File: src/hdl/kmsd_pkg.sv
// ----------------------------------------------------------------------------
// kmsd_pkg: shared types and constants of the key matrix scanner
// Beat layouts for the request and response channels, command codes and
// the default matrix geometry.
// ----------------------------------------------------------------------------
package kmsd_pkg;

   localparam int ROWS_DEFAULT    = 4;
   localparam int COLUMNS_DEFAULT = 8;

   localparam logic [3:0] DEBOUNCE_RESET = 4'd4;

   typedef enum logic {
      CMD_SCAN  = 1'b0,
      CMD_PRIME = 1'b1
   } cmd_type;

   typedef struct packed {
      cmd_type    cmd;
      logic [7:0] column_pins;
   } req_type;

   typedef struct packed {
      logic [1:0]  row_index;
      logic [3:0]  row_drive_n;
      logic        changed;
      logic [1:0]  changed_row;
      logic [7:0]  changed_value;
      logic [31:0] board_state;
   } rsp_type;

endpackage

File: src/hdl/key_matrix_scan_debounce.sv
// ----------------------------------------------------------------------------
// key_matrix_scan_debounce: row-by-row matrix scanner with debounce
// A request beat passes through the input register, then the result register.
// Throughput: one beat per cycle while the receiver does not stall, set by the
// single pass from the input register through the row update into the result
// register. Reset (synchronous) clears the stored board, scan row, candidate
// and running check, and sets the debounce setting to 4.
// ----------------------------------------------------------------------------
module key_matrix_scan_debounce #(
   parameter int ROWS    = kmsd_pkg::ROWS_DEFAULT,
   parameter int COLUMNS = kmsd_pkg::COLUMNS_DEFAULT
) (
   input  logic              clock,
   input  logic              reset,
   input  logic              req_valid,
   output logic              req_stall,
   input  kmsd_pkg::req_type req_data,
   output logic              rsp_valid,
   input  logic              rsp_stall,
   output kmsd_pkg::rsp_type rsp_data,
   input  logic              csr_valid,
   output logic              csr_ready,
   input  logic [3:0]        csr_data
);

   localparam int RW = $clog2(ROWS);
   localparam logic [RW-1:0] LAST_ROW = RW'(ROWS - 1);

   logic              in_valid_ff, in_valid_in;
   kmsd_pkg::req_type in_data_ff;
   logic              out_valid_ff, out_valid_in;
   kmsd_pkg::rsp_type out_data_ff, out_data_in;

   logic [COLUMNS-1:0] stored_ff [ROWS];
   logic [COLUMNS-1:0] stored_in [ROWS];
   logic [RW-1:0]      scan_row_ff, scan_row_in;
   logic [COLUMNS-1:0] candidate_ff, candidate_in;
   logic [3:0]         confirm_ff, confirm_in;
   logic [3:0]         debounce_ff, debounce_in;

   logic               accept, move;
   logic [COLUMNS-1:0] sample;
   logic [RW-1:0]      row_after;
   logic               chg;
   logic [31:0]        row32, cand32, board;

   assign move      = in_valid_ff && (!out_valid_ff || !rsp_stall);
   assign req_stall = in_valid_ff && !move;
   assign accept    = req_valid && !req_stall;
   assign rsp_valid = out_valid_ff;
   assign rsp_data  = out_data_ff;
   assign csr_ready = 1'b1;

   always_comb begin
      in_valid_in = in_valid_ff;
      if (accept) begin
         in_valid_in = 1'b1;
      end else if (move) begin
         in_valid_in = 1'b0;
      end
      out_valid_in = out_valid_ff;
      if (move) begin
         out_valid_in = 1'b1;
      end else if (!rsp_stall) begin
         out_valid_in = 1'b0;
      end
      debounce_in = (csr_valid && csr_ready) ? csr_data : debounce_ff;
   end

   // One scan step on the beat held in the input register
   always_comb begin
      sample       = COLUMNS'(~32'(in_data_ff.column_pins));
      row_after    = (scan_row_ff == LAST_ROW) ? '0 : scan_row_ff + RW'(1);
      stored_in    = stored_ff;
      scan_row_in  = scan_row_ff;
      candidate_in = candidate_ff;
      confirm_in   = confirm_ff;
      chg          = 1'b0;
      if (in_data_ff.cmd == kmsd_pkg::CMD_PRIME) begin
         stored_in[scan_row_ff] = sample;
         confirm_in             = '0;
         scan_row_in            = row_after;
      end else if (confirm_ff != 4'd0) begin
         if (sample != candidate_ff) begin
            confirm_in  = '0;
            scan_row_in = row_after;
         end else begin
            confirm_in = confirm_ff - 4'd1;
            if (confirm_ff == 4'd1) begin
               stored_in[scan_row_ff] = candidate_ff;
               chg                    = 1'b1;
               scan_row_in            = row_after;
            end
         end
      end else begin
         candidate_in = sample;
         if (stored_ff[scan_row_ff] == sample) begin
            scan_row_in = row_after;
         end else begin
            confirm_in = (debounce_ff == 4'd0) ? 4'd1 : debounce_ff;
         end
      end

      board = '0;
      for (int r = 0; r < ROWS; r++) begin
         if (r * COLUMNS < 32) begin
            board = board | (32'(stored_in[r]) << (r * COLUMNS));
         end
      end

      row32  = 32'(scan_row_in);
      cand32 = 32'(candidate_ff);
      out_data_in.row_index     = row32[1:0];
      out_data_in.row_drive_n   = (row32 < 32'd4) ? ~(4'b0001 << row32[1:0]) : 4'hF;
      out_data_in.changed       = chg;
      out_data_in.changed_row   = chg ? 2'(32'(scan_row_ff)) : 2'd0;
      out_data_in.changed_value = chg ? cand32[7:0] : 8'd0;
      out_data_in.board_state   = board;
   end

   always_ff @(posedge clock) begin
      if (reset) begin
         in_valid_ff  <= 1'b0;
         out_valid_ff <= 1'b0;
         scan_row_ff  <= '0;
         candidate_ff <= '0;
         confirm_ff   <= '0;
         debounce_ff  <= kmsd_pkg::DEBOUNCE_RESET;
         for (int r = 0; r < ROWS; r++) begin
            stored_ff[r] <= '0;
         end
      end else begin
         in_valid_ff  <= in_valid_in;
         out_valid_ff <= out_valid_in;
         debounce_ff  <= debounce_in;
         // advance the board only when the step moves to the result register
         if (move) begin
            scan_row_ff  <= scan_row_in;
            candidate_ff <= candidate_in;
            confirm_ff   <= confirm_in;
            stored_ff    <= stored_in;
         end
      end
   end

   always_ff @(posedge clock) begin
      if (accept) begin
         in_data_ff <= req_data;
      end
      if (move) begin
         out_data_ff <= out_data_in;
      end
   end

   // A held beat always reaches an empty result register next cycle
   a_move_to_out: assert property (@(posedge clock) disable iff (reset)
      (in_valid_ff && !out_valid_ff) |=> out_valid_ff)
      else $error("request beat not moved to result register");

   // A running check only ever tracks a value that differs from the stored row
   a_check_differs: assert property (@(posedge clock) disable iff (reset)
      (confirm_ff != 4'd0) |-> (candidate_ff != stored_ff[scan_row_ff]))
      else $error("debounce check running on an unchanged row");

   // At most one row is driven low
   a_drive_onehot: assert property (@(posedge clock) disable iff (reset)
      out_valid_ff |-> ($countones(~out_data_ff.row_drive_n) <= 1))
      else $error("more than one row driven");

endmodule

File: config.mk
export PLATFORM = sky130hd
export DESIGN_NAME = key_matrix_scan_debounce
export DESIGN_NICKNAME = d
export VERILOG_FILES = /design/src/hdl/kmsd_pkg.sv /design/src/hdl/key_matrix_scan_debounce.sv
export SDC_FILE = /design/constraint.sdc
export NUM_CORES = 1
export LEC_CHECK = 0
export BUFFER_PORTS_ARGS = -buffer_cell sky130_fd_sc_hd__buf_2
export CAP_MARGIN = 10
export CORE_AREA = 2 2 156 112
export CTS_CLUSTER_SIZE = 16
export DETAILED_ROUTE_END_ITERATION = 7
export DIE_AREA = 0 0 158 114
export PLACE_DENSITY_LB_ADDON = 0.3
export SYNTH_ARGS = -nofsm -noshare
export SYNTH_HDL_FRONTEND = slang
export SYNTH_SLANG_ARGS = --single-unit
File: constraint.sdc
create_clock -name clock -period 8.6 [get_ports clock]
set_input_delay 0.43 -clock clock [delete_from_list [all_inputs] [get_ports clock]]
set_output_delay 0.43 -clock clock [all_outputs]
set_load 0.01 [all_outputs]
# Word-level counts from Yosys, hierarchy flattened

Cells that the tools add are included.

Bits of input ports: 18
Word-level logic and storage cells: 81
Output and inout port bits: 52
Latch bits: 0
Memories: 0
Memory bits (writable): 0
Bits in read-only memories: 0
Register bits after elaboration: 110

Magnitude comparators: 2
Shift-type cells: 1
Add/sub/neg operators: 2
Div/mod/pow operators: 0
Muxes and demuxes: 30
Equal/unequal tests: 6
Reduce and logical (&&, ||, !) cells: 14
Multiply operators: 0
Bitwise logic cells: 8

Operators with widths:

| kind                                                | count |
|---|---|
| 2-to-1 mux 32 bit                                   | 4 |
| bitwise mux 32 bit                                  | 2 |
| OR 24 x 32 -> 32 bit                                | 1 |
| 2-to-1 mux 8 bit                                    | 3 |
| OR 16 x 24 -> 24 bit                                | 1 |
| 2-to-1 mux 4 bit                                    | 5 |
| binary-select mux 8 bit (select 2 bit)              | 1 |
| demux 8 bit (select 2 bit)                          | 1 |
| OR 8 x 16 -> 16 bit                                 | 1 |
| 2-to-1 mux 2 bit                                    | 6 |
| equality test 8 bit                                 | 1 |
| 2-to-1 mux 1 bit                                    | 8 |
| != test 8 bit                                       | 1 |
| inverter 8 bit                                      | 1 |
| equality test 4 x 1 -> 1 bit, second input constant | 1 |
| logical AND 1 bit                                   | 4 |
| zero test 1 bit                                     | 4 |
| zero test 4 bit                                     | 1 |
| inverter 4 bit                                      | 1 |
| nonzero test 4 bit                                  | 1 |
| << shifter 1 x 2 -> 4 bit, first input constant     | 1 |
| subtractor 4 x 1 -> 4 bit, second input constant    | 1 |
| >= comparator 3 bit, second input constant          | 1 |
| < comparator 3 x 1 -> 1 bit, second input constant  | 1 |
| 10 further kinds                                    | 11 |

# Logic depth before layout (Yosys ltp)

Depth after elaboration: 13
Depth in mapped cells: 10
Depth with buffers taken out: 8

# Least setup slack after synthesis

No wires, ideal clock.

Kind: input to register
From: in rsp_stall
To: reg stored_ff[26] (netlist bit)
Library setup time: 128 ps
Data arrival time: 3207 ps
Buffers on the path: 2
Cell stages on the path: 7
Path slack: 5265 ps
Data required time: 8472 ps
Cells stage by stage: a21boi_0 > clkbuf_1 > and2_1 > buf_1 > nand2_1 > a22oi_1 > nor2_1

Cells in the longest elaborated chain, start to end: 3

Ends and longest elaborated chain:

| item                 | RTL line                        | RTL |
|---|---|---|
| start, declared      | key_matrix_scan_debounce.sv:19  | `input logic rsp_stall,` |
| zero test 1 bit      | --                              |  |
| logical OR 1 bit     | key_matrix_scan_debounce.sv:47  | `assign move = in_valid_ff && (!out_valid_ff \|\| !rsp_stall);` |
| logical AND 1 bit    | key_matrix_scan_debounce.sv:47  |  |
| via move             | key_matrix_scan_debounce.sv:41  | `logic accept, move;` |
| end signal, assigned | key_matrix_scan_debounce.sv:141 | `stored_ff <= stored_in;` |
| end, declared        | key_matrix_scan_debounce.sv:34  | `logic [COLUMNS-1:0] stored_ff [ROWS];` |

The timed path passes the listed nets, and every way through them passes these cells.
A chain may end at the register's enable or synchronous reset.

==> reports/results.md <==
| Metric | Reported |
|---|---|
| Critical path required time | 8680 ps |
| Ys async rst share | 0% |
| Initial core utilization | 29.3% |
| Largest net degree at the start of global routing | 53 |
| Initial antenna violation count | 0 |
| Vias in the first global route | 3303 |
| Sum Neg Setup Slack | 0 ps |
| Net count of the mapped netlist | 449 |
| Number of inserted diodes | 0 |
| Classification of the worst-slack hold path | input pin to register |
| Gate count after technology mapping | 425 |
| Pins over their slew limit | 0 |
| Leftover overflow at the end of global routing | 0 |
| Synthesized flop and latch total | 110 |
| Sequential cell area | 2780 sq um |
| Count of max-cap constraint violations | 0 |
| Routability congestion estimate from global placement | 0.825 |
| Share of post-route cells with drive strength above 1 | 19.4% |
| Worst reg-to-reg setup slack | 5220 ps |
| Global routing usage on met3 | 3.23% |
| Final design utilization | 34.1% |
| Die Footprint | 18000 sq um |
| Unrepaired setup endpoints after global routing | false |
| Buffer count from post-CTS setup fixing | 0 |
| Highest Clock Rate | 0.296 GHz |
| Number of buffer and inverter instances along the worst setup path | 0 |
| Most congested layer reported by global routing | met1 |
| Clock latency of the later-clocked register in the worst-skew pair | 350 ps |
| Share of the clock period used by the worst path | 39.3% |
| Slew margin rel. | 34.4% |
| I/O pins | 70 |
| Post-synthesis cell type count | 49 |
| Post-Place Cells | 695 |
| Iteration-0 DRC count of the detailed router | 334 |
| Antenna Violating Nets Remaining | 0 |
| Number of enable-type register cells in the synthesized netlist | 58 |
| CP max-delay cell | sky130_fd_sc_hd__dfxtp_1 |
| Number of vias after detailed routing | 3551 |
| Number of gates resized after cts | 0 |
| Hold-fix buffer count after cts | 0 |
| Actual transition at the worst max-transition pin | 981 ps |
| Data arrival time at the worst-slack endpoint | 3460 ps |
| Core area | 16700 sq um |
| Worst setup path class | register to register |
| Area added between synthesis and finish | 16.5% |
| Launch point of the worst path | scan_row_ff[0] |
| Number of levels in the clock H-tree | 3 |
| Worst-path cell chain | mux4_2 > xnor2_1 > or4_4 > or2_1 > a31oi_1 > o211ai_1 |
| Filler cell count | 1719 |
| Port bufs | 68 |
| Number of design rule violations left after detail routing | 0 |
| FF-to-FF Start | scan_row_ff[0] |
| Global-route track usage on met1 | 23.1% |
| Final worst path period need | 3380 ps |
| Net count reported at finish | 499 |
| Final Hold Violating Endpoints | 0 |
| Final clock skew | 10.9 ps |
| Most frequently used flop master after synthesis | sky130_fd_sc_hd__edfxtp_1 |
| Wire length reported by the detailed router | 12.1 mm |
| Gate family responsible for the most delay along the worst path | simple AND/OR/NAND/NOR gates |
| Avg Inst Size Synth | 11.5 sq um |
| DRT Pass-1 Iters | 5 |
| Clock input transition at the sequential cells of the worst setup and hold paths | 70 ps |
| Placed wire-length estimate | 8.76 mm |
| Pwr Total | 0.00111 W |
| Hold wc startpoint | req_data[2] |
| Die height | 114 microns |
| Synth warn | 0 |
| Kind of start point of the critical path | register |
| Met2 capacity usage during global routing | 18.3% |
| Worst hold slack | 248 ps |
| Final instance count without filler cells | 711 |
| Crit-path max FO | 20 |
| Clock tree root driver cell | sky130_fd_sc_hd__clkbuf_16 |
| Area occupied by multi-input gates | 1950 sq um |
| TritonCTS Buffers | 9 |
| CTS tree | yes |
| Die outline width | 158 microns |
| Power density relative to cell area | 195 nW/um^2 |
| Post-synth design cell area | 4890 sq um |
| Wire length of the first global-routing pass | 19.2 mm |
| Row cnt | 40 |
| Overall fraction of global-route tracks in use | 14.1% |
| Buffer depth of the longest clock path | 2 |
| Endpoint class of the critical path | register |
| Wire length per cell | 17.0 microns |
| Status | complete, no violations |
| IR Drop Worst-Case VDD | 0.0832 mV |
| Count of final setup violators | 0 |
| Worst stage delay on the critical path | 910 ps |
| Static power due to leakage | 2.11 nW |
| Clock sink total | 110 |
| Fraction of the yosys area taken by sequential cells | 56.9% |
| Via/cell ratio | 4.99 |
[flip-flops by register name (all words and copies together), names as in the netlist]
name          count
candidate_ff      8
confirm_ff        4
debounce_ff       4
in_data_ff        9
in_valid_ff       1
rsp_data         49
rsp_valid         1
scan_row_ff       2
stored_ff        32
[layer usage]
| layer | vias to the layer above | part of all wire [%] |
|---|---|---|
| met5 | - | 0 |
| met4 | 0 | 1.1 |
| met3 | 14 | 6.2 |
| met2 | 127 | 40 |
| met1 | 1722 | 53 |
| li1 | 1688 | - |
[cell families after synthesis]
kind of cell / synth area share (%)
simple gates: 10.4
fa+ha+maj: 1.53
other cells: 0.0766
compound gates: 18.2
mux: 5.80
buf+inv: 3.58
flops: 56.9
xor+xnor: 3.58
[power by group]
part           total [W]  leakage [nW]  switching (W)  internal [W]
Combinational   0.000105         0.997      0.0000649     0.0000397
Clock           0.000414         0.136       0.000189      0.000225
Sequential      0.000592         0.977      0.0000175      0.000574
Total            0.00111          2.11       0.000271      0.000839
[cell type report]
| class | instances | share of cell area [%] |
|---|---|---|
| Tap cell | 231 | 5.07 |
| Sequential cell | 110 | 48.8 |
| Timing Repair Buffer | 70 | 6.23 |
| Inverter | 10 | 0.658 |
| Clock buffer | 10 | 4.01 |
| Multi-Input combinational cell | 274 | 34.1 |
| Clock inverter | 6 | 1.10 |
[placed cells by master, fill, tap and decap left out, types with 2 or more instances in the layout]
cell type                    netlist  final
sky130_fd_sc_hd__o41ai_1           2      2
sky130_fd_sc_hd__buf_2             2     68
sky130_fd_sc_hd__mux2i_1          16     16
sky130_fd_sc_hd__nor2_1           51     51
sky130_fd_sc_hd__buf_4             1      2
sky130_fd_sc_hd__dfxtp_1          52     52
sky130_fd_sc_hd__o21bai_1          8      8
sky130_fd_sc_hd__o211ai_1          2      2
sky130_fd_sc_hd__and3_1            2      2
sky130_fd_sc_hd__inv_1            10     10
sky130_fd_sc_hd__and2_1           15     15
sky130_fd_sc_hd__o21ai_0           7      7
sky130_fd_sc_hd__ha_1              6      6
sky130_fd_sc_hd__nand2_1          20     20
sky130_fd_sc_hd__a22o_1           32     32
sky130_fd_sc_hd__mux4_2            3      3
sky130_fd_sc_hd__a22oi_1          32     32
sky130_fd_sc_hd__xnor2_1          12     12
sky130_fd_sc_hd__edfxtp_1         58     58
sky130_fd_sc_hd__clkinvlp_4        0      2
sky130_fd_sc_hd__xor2_1            8      8
sky130_fd_sc_hd__a31oi_1           3      3
sky130_fd_sc_hd__o31ai_1           3      3
sky130_fd_sc_hd__a21oi_1           6      6
sky130_fd_sc_hd__mux2_4            2      2
sky130_fd_sc_hd__clkbuf_16         0      9
sky130_fd_sc_hd__nand3_1           6      6
sky130_fd_sc_hd__nand4_1           2      2
sky130_fd_sc_hd__nor3_1            6      6
sky130_fd_sc_hd__a211oi_1          9      9
sky130_fd_sc_hd__a211o_1           4      4
[cells in the mapped netlist, types with 3 or more instances]
cell                        n  area share (%)
sky130_fd_sc_hd__a211o_1    4            0.72
sky130_fd_sc_hd__a211oi_1   9             1.4
sky130_fd_sc_hd__a21oi_1    6            0.61
sky130_fd_sc_hd__a22o_1    32             5.7
sky130_fd_sc_hd__a22oi_1   32             4.9
sky130_fd_sc_hd__a31oi_1    3            0.38
sky130_fd_sc_hd__and2_1    15             1.9
sky130_fd_sc_hd__buf_1      6            0.46
sky130_fd_sc_hd__clkbuf_1  20             1.5
sky130_fd_sc_hd__dfxtp_1   52              21
sky130_fd_sc_hd__edfxtp_1  58              36
sky130_fd_sc_hd__ha_1       6             1.5
sky130_fd_sc_hd__inv_1     10            0.77
sky130_fd_sc_hd__mux2i_1   16             3.3
sky130_fd_sc_hd__mux4_2     3             1.4
sky130_fd_sc_hd__nand2_1   20             1.5
sky130_fd_sc_hd__nand3_1    6            0.61
sky130_fd_sc_hd__nor2_1    51             3.9
sky130_fd_sc_hd__nor3_1     6            0.61
sky130_fd_sc_hd__o21ai_0    7            0.72
sky130_fd_sc_hd__o21bai_1   8             1.2
sky130_fd_sc_hd__o31ai_1    3            0.46
sky130_fd_sc_hd__xnor2_1   12             2.1
sky130_fd_sc_hd__xor2_1     8             1.4
[final timing paths]
path / to / depth (start not counted)
max: rsp_data[45] / 6
min: in_data_ff[2] / 1
max reg2reg: rsp_data[45] / 6
min reg2reg: rsp_valid / 2
[stage by stage]
| step | setup slack (ps) | area (sq um) |
|---|---|---|
| floorplan | 5260 | 4890 |
| global placement | 5260 | 5410 |
| detailed placement | 5210 | 5410 |
| CTS | 5180 | 5700 |
| global route | 4970 | 5700 |
| finish | 5220 | 5700 |
Power figures use the tool's default switching activity.
